==> src/hw/rtl/mlc_pkg.sv <==
package mlc_pkg;

   typedef enum logic [2:0] {
      OUT_HIT       = 3'd0,
      OUT_MISS_NEW  = 3'd1,
      OUT_MISS_VER  = 3'd2,
      OUT_FILLED    = 3'd3,
      OUT_BUSY      = 3'd4,
      OUT_FILL_IGN  = 3'd5
   } outcome_type;

   typedef enum logic [1:0] {
      ST_IDLE,
      ST_MOVE,
      ST_OUT
   } state_type;

   localparam logic ACT_LOOKUP = 1'b0;
   localparam logic ACT_FILL   = 1'b1;

   // per-cell control from the sequencer
   typedef struct packed {
      logic hit_wr;     // write incremented/held count to the hit cell
      logic halve;      // shift every count right by two
      logic alloc;      // take new key in the selected cell
      logic ver_wr;     // take new version in the selected cell
      logic fill_wr;    // take fill payload in the selected cell
      logic swap;       // swap the selected cell with the one before it
   } cell_ctl_type;

endpackage

==> src/hw/rtl/mlc_cell.sv <==
module mlc_cell #(
   parameter int HIT_BITS    = 16,
   parameter int HANDLE_BITS = 32
) (
   input  logic                     clock,
   input  logic                     reset,
   input  mlc_pkg::cell_ctl_type    ctl,
   input  logic                     sel,       // this cell is the target
   input  logic                     sel_next,  // the cell after this one is the swap source
   input  logic [HIT_BITS-1:0]      hit_value,
   input  logic [HANDLE_BITS-1:0]   key_type,
   input  logic [HANDLE_BITS-1:0]   key_op,
   input  logic [31:0]              key_ver,
   input  logic [HANDLE_BITS-1:0]   fill_method,
   input  logic [HANDLE_BITS-1:0]   fill_type,
   input  logic [31:0]              fill_offset,
   // neighbor entry (i+1 for swap down into this cell, i-1 for swap up)
   input  logic                     nb_next_valid,
   input  logic [HIT_BITS-1:0]      nb_next_hits,
   input  logic [4*HANDLE_BITS+63:0] nb_next_data,
   input  logic                     nb_prev_valid,
   input  logic [HIT_BITS-1:0]      nb_prev_hits,
   input  logic [4*HANDLE_BITS+63:0] nb_prev_data,
   output logic                     valid,
   output logic [HIT_BITS-1:0]      hits,
   output logic [4*HANDLE_BITS+63:0] data,
   output logic                     match,
   output logic                     ver_eq
);
   import mlc_pkg::*;

   logic                      valid_ff, valid_in;
   logic [HIT_BITS-1:0]       hits_ff, hits_in;
   logic [4*HANDLE_BITS+63:0] data_ff, data_in;

   // data layout: type_key, op_key, version, method, def_type, offset
   localparam int OFF_LO = 0;
   localparam int DT_LO  = 32;
   localparam int ME_LO  = 32 + HANDLE_BITS;
   localparam int VE_LO  = 32 + 2*HANDLE_BITS;
   localparam int OK_LO  = 64 + 2*HANDLE_BITS;
   localparam int TK_LO  = 64 + 3*HANDLE_BITS;

   always_comb begin
      valid_in = valid_ff;
      hits_in  = hits_ff;
      data_in  = data_ff;
      if (ctl.halve) begin
         hits_in = hits_ff >> 2;
      end
      if (ctl.hit_wr && sel) begin
         hits_in = ctl.halve ? (hit_value >> 2) : hit_value;
      end
      if (ctl.alloc && sel) begin
         valid_in = 1'b1;
         hits_in  = HIT_BITS'(1);
         data_in[TK_LO +: HANDLE_BITS] = key_type;
         data_in[OK_LO +: HANDLE_BITS] = key_op;
      end
      if (ctl.ver_wr && sel) begin
         data_in[VE_LO +: 32] = key_ver;
      end
      if (ctl.fill_wr && sel) begin
         data_in[ME_LO +: HANDLE_BITS] = fill_method;
         data_in[DT_LO +: HANDLE_BITS] = fill_type;
         data_in[OFF_LO +: 32]         = fill_offset;
      end
      if (ctl.swap && sel) begin
         valid_in = nb_prev_valid;
         hits_in  = nb_prev_hits;
         data_in  = nb_prev_data;
      end
      if (ctl.swap && sel_next) begin
         valid_in = nb_next_valid;
         hits_in  = nb_next_hits;
         data_in  = nb_next_data;
      end
   end

   always_ff @(posedge clock) begin
      if (reset) begin
         valid_ff <= 1'b0;
         hits_ff  <= '0;
      end else begin
         valid_ff <= valid_in;
         hits_ff  <= hits_in;
      end
      data_ff <= data_in;
   end

   assign valid  = valid_ff;
   assign hits   = hits_ff;
   assign data   = data_ff;
   assign match  = valid_ff && (data_ff[TK_LO +: HANDLE_BITS] == key_type)
                   && (data_ff[OK_LO +: HANDLE_BITS] == key_op);
   assign ver_eq = (data_ff[VE_LO +: 32] == key_ver);

endmodule

==> config.mk <==
export PLATFORM = sky130hd
export DESIGN_NAME = mlc_cell
export DESIGN_NICKNAME = d
export VERILOG_FILES = /design/src/hw/rtl/mlc_pkg.sv /design/src/hw/rtl/mlc_cell.sv
export SDC_FILE = /design/constraint.sdc
export NUM_CORES = 1
export LEC_CHECK = 0
export BUFFER_PORTS_ARGS = -buffer_cell sky130_fd_sc_hd__buf_2
export CORE_AREA = 8 8 319 321
export DETAILED_ROUTE_END_ITERATION = 12
export DIE_AREA = 0 0 327 329
export PLACE_DENSITY_LB_ADDON = 0.25
export SLEW_MARGIN = 20
export SYNTH_ARGS = -nofsm -noshare
export SYNTH_HDL_FRONTEND = slang
export SYNTH_SLANG_ARGS = --single-unit
==> constraint.sdc <==
create_clock -name clock -period 5.35 [get_ports clock]
set_clock_uncertainty 0.05 [all_clocks]
set_input_delay 0.8025 -clock clock [delete_from_list [all_inputs] [get_ports clock]]
set_output_delay 0.8025 -clock clock [all_outputs]
set_load 0.005 [all_outputs]
* After elaboration in Yosys (flattened, before gate mapping) *
Cells that the tools add are included.

word-level totals
  bits in registers = 209
  output and inout bits = 211
  word-level logic and storage cells = 34

operators by class
  eq/ne operators = 3
  multiplexer cells = 14
  reduce and logical (&&, ||, !) cells = 12

operator list
  operator            count
  2-to-1 mux 192 bit  2
  == test 32 bit      3
  2-to-1 mux 16 bit   6
  2-to-1 mux 96 bit   1
  2-to-1 mux 64 bit   1
  2-to-1 mux 32 bit   1
  nonzero test 3 bit  3
  logical AND 1 bit   8
  nonzero test 5 bit  1
  2-to-1 mux 1 bit    3

* Logic depth before layout (Yosys ltp) *
Gate-level depths: netlist of the first run.

  word-level depth = 5
  gate-level depth with buffers = 8
  mapped depth without buffers = 5

* Least setup slack after synthesis of the first run *
OpenSTA, ideal clock, no wires.

  path kind = input -> register
  start point = input ctl[0] (netlist bit)
  end point = register data_ff[0] (netlist: data[0]) (enable)
  arrival = 5036 ps
  data required time = 4746 ps
  path slack = -290 ps
  cell stages on the path = 3
  cell sequence = buf_6 -> a21oi_1 -> nor2_1

on the way
  word-level cells in the longest chain between the ends = 2

ends and longest elaborated chain
  element                               line                            RTL
  from (decl)                           mlc_cell.sv:7                   input mlc_pkg::cell_ctl_type ctl,
  logical AND 1 bit (on tied branches)  mlc_cell.sv:68, mlc_cell.sv:73
  nonzero test 3 bit (no line) *        n/a
  to (signal assigned)                  mlc_cell.sv:88                  data_ff <= data_in;
  to (decl)                             mlc_cell.sv:34                  logic [4*HANDLE_BITS+63:0] data_ff, data_in;

Every way passes the cells marked *; elsewhere a longest branch is shown, timed or not.
A chain may end at the register's enable or synchronous reset.

* Worst setup path in the final report of the first run *
  start point = register data_ff[180] (netlist: data[180])
  end point = output match

on the way
  word-level cells in the longest chain between the ends = 3

ends and longest elaborated chain
  element            line            RTL
  == test 32 bit     mlc_cell.sv:94  assign match = valid_ff && (data_ff[TK_LO +: HANDLE_BITS] == key_type)
  logical AND 1 bit  mlc_cell.sv:94
  logical AND 1 bit  mlc_cell.sv:95  && (data_ff[OK_LO +: HANDLE_BITS] == key_op);
  to (decl)          mlc_cell.sv:27  output logic match,

Every way passes these cells.

==> impl_metrics.ini, run 1 <==
[outcome]
run_status = finished clean

[synthesis]
ys.warnings.count = 0
syn-num-nets = 1997
post_synth.cell_area_avg_um2 = 8.697
synth.cell_area_um2 = 11840
share_of_the_yosys_chip_area_belonging_to_registers_pct = 51.59
yosys_most_used_dff = sky130_fd_sc_hd__edfxtp_1
netlist_instances = 1361
async_reset_ff_share_pct = 0
synth_enable_flop_cells = 192
number_of_unique_standard_cell_types_used_by_synthesis = 44
synth.ff_latch_count = 209

[sta]
period_share_pct = 72.78
setup_repair_after_global_routing_missed_its_margin = no
setup_violations = 0
slew_headroom_pct = 28.09
finalCriticalPeriod_ns = 3.894
setup_tns_ns = 0
postLayoutSetupSlackWorst_ns = 1.456
worst-slew-pin-transition_ns = 1.076
final_max_slew_viol_count = 0
report.final.hold_viol_count = 0
fmaxAchievable_ghz = 0.2568

[final_layout]
layout.filler_cells = 11149
final_net_count = 2790
layout.core_utilization_pct = 18.98
syn2layout_area_growth_pct = 55.74
top_library_cells_by_usage_in_the_layout_fill_and_taps_aside = sky130_fd_sc_hd__buf_2, sky130_fd_sc_hd__nand2_1, sky130_fd_sc_hd__nor2_1
fraction_of_layout_instances_using_a_drive_strength_above_1_pct = 41.89
final_common_cell = sky130_fd_sc_hd__buf_2

[setup_path]
worst_path_max_delay_cell = sky130_fd_sc_hd__xnor2_1
arrival_ns = 3.04
path_class = flip-flop to output pin
crit_path_max_incr_delay_ns = 0.75
crit_chain = xnor2_1 -> nand4_1 -> nor4_1 -> nand2_1 -> nor4_2 -> buf_2
critical_path_required_ns = 4.50
critical-path-top-delay-family = simple AND/OR/NAND/NOR gates
path_buf_inv = 1
start_kind = flip-flop
worstPathMaxFanout = 2
crit_path_end_kind = output pin

[detailed_routing]
antenna_left = 0
num_vias = 13481
route.final.wire_length_mm = 78.62
drt-initial-drc-count = 903
detail_route.wl_per_cell_um = 22.60
route.detailed.drc = 0
first_pass_iters = 5
number_of_vias_per_cell_after_detailed_routing = 3.875

[placement]
dp.final_hpwl_mm = 65.27
placement.io_buffers = 846
gpl.final_weighted_congestion = 0.9052
pre_cts_ws_ns = 1.548

[clock_network]
clock_sinks = 209
ctsLongestPathBuffers = 3
cts_post_setup_buffers_inserted = 0
cts-hold-fix-buffers = 0
clk-insertion-delay-late_ns = 0.58
numCtsBuffers = 29
cts_resized = 0
ctsRootBufferMaster = sky130_fd_sc_hd__clkbuf_16
cts_tree = done
clk_transition_reported_paths_ns = 0.05
htree_levels = 1

[run]
max_cap_viol_count = 0

[floorplanning]
rows = 115
floorplan.core_area_um2 = 97120
chipWidth_um = 327
die-area_um2 = 107600
floorplan.initialDensity_pct = 12.19
fp.dieH_um = 329
io_pins = 847

[pwr]
total_power_mw = 5.296
powerDensity_nw_per_um2 = 287.3
peakVddDrop_uv = 264.6
static-leakage-power_nw = 8.133

[grt]
global_route.usage.total_pct = 13.58
globalRoute.totalOverflow = 0
grt_max_degree = 190
antenna_found_initial = 30
grt_pass1_vias = 13942
grt_pass1_wl_mm = 105.9

[hold_path]
timing.hold.worst.class = flip-flop to flip-flop
path summary, 6_finish.rpt:
path	slack, ns	from	endpoint	cells past startpoint
setup reg to reg	4.19	hits[14]	hits[12]	4
hold reg to reg	0.43	hits[9]	hits[9]	2
setup / recovery	1.46	data[180]	match	6
hold / removal	0.43	hits[9]	hits[9]	2
layer usage:
| metal | routed length (um) | global-route usage (%) |
|---|---|---|
| met1 | 32470 | 16.86 |
| met2 | 34820 | 21.12 |
| met5 | 136 | 0 |
| met4 | 2419 | 4.582 |
| met3 | 8774 | 5.730 |
worst min-delay path: stages, from the launching register on:
cell	delay (ns)
sky130_fd_sc_hd__dfxtp_1	0.30
sky130_fd_sc_hd__inv_1	0.06
sky130_fd_sc_hd__a211oi_1	0.06
registers in the layout, summed over array words and instances, names as in the netlist:
register  count
data        192
hits         16
valid         1
cell type report:
type                       count  area (um2)  area share [%]
sequential                   209        6106           33.12
tap                         1287        1610           8.735
multi-input combinational   1024        5213           28.28
inverter                      30       112.6          0.6109
timing repair buffer         860        4439           24.08
clock inverter                 9       101.3          0.5498
clock buffer                  43       809.5           4.392
antenna                       17       42.54          0.2308
Yosys cell counts, types with 3 or more instances:
| cell | instances | area, um2 |
|---|---|---|
| sky130_fd_sc_hd__nand4_1 | 11 | 68.82 |
| sky130_fd_sc_hd__nor2_1 | 207 | 777.0 |
| sky130_fd_sc_hd__edfxtp_1 | 192 | 5766 |
| sky130_fd_sc_hd__nor2b_1 | 6 | 37.54 |
| sky130_fd_sc_hd__nand2b_1 | 7 | 43.79 |
| sky130_fd_sc_hd__nor3_1 | 7 | 35.03 |
| sky130_fd_sc_hd__nor4_1 | 13 | 81.33 |
| sky130_fd_sc_hd__a31oi_1 | 192 | 1201 |
| sky130_fd_sc_hd__o21ai_0 | 11 | 55.05 |
| sky130_fd_sc_hd__a21oi_1 | 15 | 75.07 |
| sky130_fd_sc_hd__a221oi_1 | 4 | 35.03 |
| sky130_fd_sc_hd__dfxtp_1 | 17 | 340.3 |
| sky130_fd_sc_hd__xor2_1 | 43 | 376.6 |
| sky130_fd_sc_hd__clkbuf_1 | 38 | 142.6 |
| sky130_fd_sc_hd__buf_2 | 54 | 270.3 |
| sky130_fd_sc_hd__o22ai_1 | 6 | 37.54 |
| sky130_fd_sc_hd__a211oi_1 | 23 | 172.7 |
| sky130_fd_sc_hd__inv_1 | 30 | 112.6 |
| sky130_fd_sc_hd__xnor2_1 | 32 | 280.3 |
| sky130_fd_sc_hd__nand2_1 | 404 | 1516 |
| sky130_fd_sc_hd__nand3_1 | 3 | 15.01 |
| sky130_fd_sc_hd__mux2i_1 | 14 | 140.1 |
| sky130_fd_sc_hd__buf_1 | 4 | 15.01 |
per-stage QoR:
stage / area, um2 / instances / hold WS [ns]
after floorplan: 11840 / 1361 / 0.4199
after global routing: 18410 / 3469 / 0.4401
after detailed placement: 17480 / 3410 / 0.4205
final: 18430 / 3479 / 0.4308
after global placement: 17480 / 3410 / 0.4205
after CTS: 18390 / 3462 / 0.3978
power breakdown:
group	internal [mW]	switching, mW
sequential	2.04	0.118
combinational	0.498	0.719
clock	1.13	0.785
total	3.67	1.62
logic make-up (layout without fill, tap and decap cells):
family                 count (synthesis)  count (layout)  synth area share, %
AO/OA/AOI/OAI                        270             270                14.76
XOR/XNOR                              75              75                5.550
buffers and inverters                128             942                4.725
flip-flops                           209             209                51.59
multiplexers                          14              14                1.184
other                                  0              17                    0
AND/OR/NAND/NOR                      665             665                22.20
(Power assumes the default switching activity.)
==> inputs of run 2 (changes only) <==
Clock period 5.35 ns to 3.25 ns, I/O delays scaled along.
==> run 2 against run 1 <==
Clock-buffer cell count decreased by 11. Combinational power rose by 67%. Total power rose by 60%. Cell area rose by 0.73%. Worst hold slack worse by 0.29 ns. Die area stayed put.
==> impl_metrics.ini, run 2 (same netlist as run 1, synthesis figures left out) <==
[setup_path]
path_class = flip-flop to output pin
critical_path_required_ns = 2.71
r2r_cells = 4
start_kind = flip-flop
r2r_end = hits[5]
arrival_ns = 2.57
worst_path_max_delay_cell = sky130_fd_sc_hd__edfxtp_1
crit_chain = xnor2_2 -> buf_4 -> nand4_1 -> nor4_1 -> nand2_1 -> nor4_4 -> buf_2
worstPathMaxFanout = 2
crit_path_end_kind = output pin
r2r_slack_ns = 2.01
crit_path_max_incr_delay_ns = 0.43
regToRegStartpoint = hits[7]

[grt]
grt_most_used_layer = met2
globalRoute.totalOverflow = 0
antenna_found_initial = 27
met1_usage_grt_pct = 16.60
grt_pass1_vias = 14008
grt.met2_usage_pct = 22.28
global_route.usage.total_pct = 13.54
grt_max_degree = 143
groute.layer.met3.usage_pct = 4.920
grt_pass1_wl_mm = 105.9

[floorplanning]
die-area_um2 = 107600
fp.dieH_um = 329
rows = 115
chipWidth_um = 327
floorplan.core_area_um2 = 97120
io_pins = 847
floorplan.initialDensity_pct = 12.19

[final_layout]
layout.cell_area.non_filler_um2 = 18570
final_common_cell = sky130_fd_sc_hd__buf_2
final_net_count = 2821
layout.core_utilization_pct = 19.12
final_cells = 3501
layout.filler_cells = 11151
syn2layout_area_growth_pct = 56.88
fraction_of_layout_instances_using_a_drive_strength_above_1_pct = 42.83
largest_register_ffs = 192
top_library_cells_by_usage_in_the_layout_fill_and_taps_aside = sky130_fd_sc_hd__buf_2, sky130_fd_sc_hd__nand2_1, sky130_fd_sc_hd__nor2_1

[clock_network]
cts-hold-fix-buffers = 0
ctsLongestPathBuffers = 3
ctsRootBufferMaster = sky130_fd_sc_hd__clkbuf_16
clk-insertion-delay-late_ns = 0.59
clk_transition_reported_paths_ns = 0.05
htree_levels = 1
clock_sinks = 209
numCtsBuffers = 29
cts_tree = done

[pwr]
peakVddDrop_uv = 329.0
static-leakage-power_nw = 8.281
total_power_mw = 8.485
powerDensity_nw_per_um2 = 456.9

[detailed_routing]
route.detailed.drc = 0
antenna_left = 0
route.final.wire_length_mm = 78.29
drt-initial-drc-count = 867
num_vias = 13447
detail_route.wl_per_cell_um = 22.36
number_of_vias_per_cell_after_detailed_routing = 3.841
first_pass_iters = 5

[sta]
period_share_pct = 95.52
worst-slew-pin-transition_ns = 0.8835
whs_ns = 0.1450
fmaxAchievable_ghz = 0.3221
setup_tns_ns = 0
setup_violations = 0
final_max_slew_viol_count = 0
finalCriticalPeriod_ns = 3.104
setup_repair_after_global_routing_missed_its_margin = no
postLayoutSetupSlackWorst_ns = 0.1456
report.final.hold_viol_count = 0
slew_headroom_pct = 41.10

[placement]
gpl.final_weighted_congestion = 0.8710
placement.io_buffers = 846
placedInstanceArea_um2 = 17690
pre_cts_ws_ns = 0.3985
dp.final_hpwl_mm = 65.63
place.detailed.instances = 3440

[outcome]
run_status = finished clean

[run]
max_cap_viol_count = 0

[hold_path]
holdPathStages = 3
timing.hold.worst.class = primary input to flip-flop
min_from = nb_next_hits[15]
sink_of_the_worst_hold_path = hits[15]
[run 2: area by class of cell]
type	instances	area (um2)	area share, %
well taps	1287	1610	8.672
repair buffers	891	4659	25.09
clock inverters	18	82.58	0.4447
clock buffers	32	737.0	3.969
multi-input cells	1024	5236	28.20
diodes	10	25.02	0.1348
inverters	30	112.6	0.6064
flip-flops and latches	209	6106	32.88
[run 2: how the worst max path moves through the flow]
stage / startpoint / to / depth (start not counted)
finish: data[180] / match / 7
global route: data[180] / match / 7
CTS: data[180] / match / 7
detailed placement: key_type[20] / match / 8
global placement: key_type[20] / match / 8
floorplan: ctl[0] / valid / 5
[run 2: repair_timing]
action	CTS	global route
buffers inserted	0	1
setup endpoints to repair	1	1
resized for setup	2	1
pin swaps	0	0
[run 2: report_power, final]
part,switching [mW],internal (mW),total (mW)
logic,1.18,0.864,2.04
clock network,1.30,1.60,2.90
registers,0.178,3.36,3.54
[run 2: critical path, delay by kind of cell (launching register included)]
kind                   cells  cell delay (ns)
XOR/XNOR                   1             0.23
flip-flops                 1             0.43
buffers and inverters      2             0.38
AND/OR/NAND/NOR            4             0.94
[run 2: metal layers]
metal / vias up / share of wire, %
met1: 6252 / 41
li1: 6450 / -
met3: 92 / 10
met4: 12 / 2.6
met5: - / 0.10
met2: 641 / 46
==> inputs of run 3 (changes only) <==
Settings changed: CAP_MARGIN set to 20, RECOVER_POWER set to 25.
==> run 3 against run 2 <==
Clock power about the same. Critical path type unchanged. Setup slack better by 0.0072 ns. First-iteration DRC count increased by 0.35%.
==> impl_metrics.ini, run 3 (same netlist as run 1, synthesis figures left out) <==
[outcome]
run_status = finished clean

[setup_path]
r2r_cells = 4
crit_path_end_kind = output pin
start_kind = flip-flop
arrival_ns = 2.56
worstPathMaxFanout = 2
path_class = flip-flop to output pin
critical_path_required_ns = 2.71

[detailed_routing]
detail_route.wl_per_cell_um = 22.40
antenna_left = 0
met2_length_mm = 36.41
route.met3.wl_mm = 7.570
route.detailed.drc = 0
wl_met1_mm = 32.36
num_vias = 13465
number_of_vias_per_cell_after_detailed_routing = 3.847
route.final.wire_length_mm = 78.42
first_pass_iters = 7
drt-initial-drc-count = 870
highest-signal-layer = met5

[sta]
whs_ns = 0.1450
setup_tns_ns = 0
finalCriticalPeriod_ns = 3.097
postLayoutSetupSlackWorst_ns = 0.1529
setup_repair_after_global_routing_missed_its_margin = no
report.final.hold_viol_count = 0
period_share_pct = 95.30
worst-slew-pin-transition_ns = 1.418
final_max_slew_viol_count = 0
slew_headroom_pct = 5.460
fmaxAchievable_ghz = 0.3229
setup_violations = 0

[clock_network]
clk_transition_reported_paths_ns = 0.05
ctsRootBufferMaster = sky130_fd_sc_hd__clkbuf_16
numCtsBuffers = 29
cts-hold-fix-buffers = 0
clk-insertion-delay-late_ns = 0.59
clock_sinks = 209
htree_levels = 1
cts_tree = done
ctsLongestPathBuffers = 3

[grt]
grt_max_degree = 143
global_route.usage.total_pct = 13.54
grt_pass1_vias = 14008
grt_pass1_wl_mm = 105.9
globalRoute.totalOverflow = 0
antenna_found_initial = 27

[floorplanning]
io_pins = 847
floorplan.core_area_um2 = 97120
die-area_um2 = 107600
chipWidth_um = 327
rows = 115
fp.dieH_um = 329
floorplan.initialDensity_pct = 12.19

[final_layout]
layout.cell_area.non_filler_um2 = 18510
multi_input_comb_area_um2 = 5214
syn2layout_area_growth_pct = 56.34
layout.filler_cells = 11164
largest_register_ffs = 192
top_library_cells_by_usage_in_the_layout_fill_and_taps_aside = sky130_fd_sc_hd__buf_2, sky130_fd_sc_hd__nand2_1, sky130_fd_sc_hd__nor2_1
final_common_cell = sky130_fd_sc_hd__buf_2
final_net_count = 2821
fraction_of_layout_instances_using_a_drive_strength_above_1_pct = 42.38
final_cells = 3500
sequential_cell_area_um2 = 6106

[placement]
gpl.final_weighted_congestion = 0.8710
place.detailed.instances = 3440
placedInstanceArea_um2 = 17690
placement.io_buffers = 846
dp.final_hpwl_mm = 65.63
pre_cts_ws_ns = 0.3985

[hold_path]
holdPathStages = 3
timing.hold.worst.class = primary input to flip-flop

[run]
max_cap_viol_count = 0

[pwr]
peakVddDrop_uv = 329.2
static-leakage-power_nw = 8.241
powerDensity_nw_per_um2 = 458.2
## run 3: changes by cell type in the layout (fill, tap and decap cells not counted), moves of 2 or more
| cell | previous run | this run |
|---|---|---|
| sky130_fd_sc_hd__buf_4 | 38 | 31 |
| sky130_fd_sc_hd__clkbuf_1 | 3 | 10 |
| sky130_fd_sc_hd__buf_2 | 846 | 843 |
| sky130_fd_sc_hd__clkbuf_2 | 0 | 3 |
| sky130_fd_sc_hd__nor2_1 | 204 | 206 |
| sky130_fd_sc_hd__nor2_4 | 3 | 1 |
## run 3: path summary, 6_finish.rpt
kind                     from  endpoint  slack [ns]
max                 data[180]     match        0.15
min          nb_next_hits[15]  hits[15]        0.14
max reg2reg           hits[7]   hits[5]        2.04
min reg2reg          hits[14]  hits[14]        0.43
## run 3: routing by layer
layer  track usage (%)  vias up
li1                  -     6445
met1             16.60     6256
met2             22.28      660
met3             4.920       92
met4             3.790       12
met5                 0        -
## run 3: where the power goes
group,internal [mW],switching (mW)
registers,3.36,0.178
logic,0.858,1.18
clock network,1.60,1.30
## run 3: stage by stage
stage	util [%]	total power [mW]
2_1_floorplan	-	4.309
3_3_place_gp	18.22	5.688
3_5_place_dp	18.22	5.681
4_1_cts	19.08	8.700
5_1_grt	19.04	8.917
6_report	19.05	8.479
## run 3: final cells by class
| type | instances | share of cell area (%) |
|---|---|---|
| diodes | 9 | 0.1217 |
| well taps | 1287 | 8.702 |
| multi-input cells | 1024 | 28.17 |
| clock inverters | 18 | 0.4462 |
| flip-flops and latches | 209 | 33.00 |
| repair buffers | 891 | 24.97 |
| clock buffers | 32 | 3.982 |
| inverters | 30 | 0.6085 |
## run 3: critical path: stages, from the launching register on
cell and delay (ns):
sky130_fd_sc_hd__edfxtp_1 0.43, sky130_fd_sc_hd__xnor2_2 0.23, sky130_fd_sc_hd__buf_4 0.20, sky130_fd_sc_hd__nand4_1 0.20, sky130_fd_sc_hd__nor4_1 0.28, sky130_fd_sc_hd__nand2_1 0.13, sky130_fd_sc_hd__nor4_4 0.33, sky130_fd_sc_hd__buf_2 0.17
## run 3: timing repair
item | CTS | global route
setup endpoints to repair | 1 | 1
setup buffers | 0 | 1
pin swaps | 0 | 0
gates cloned | 0 | 0
gates resized for setup | 2 | 1
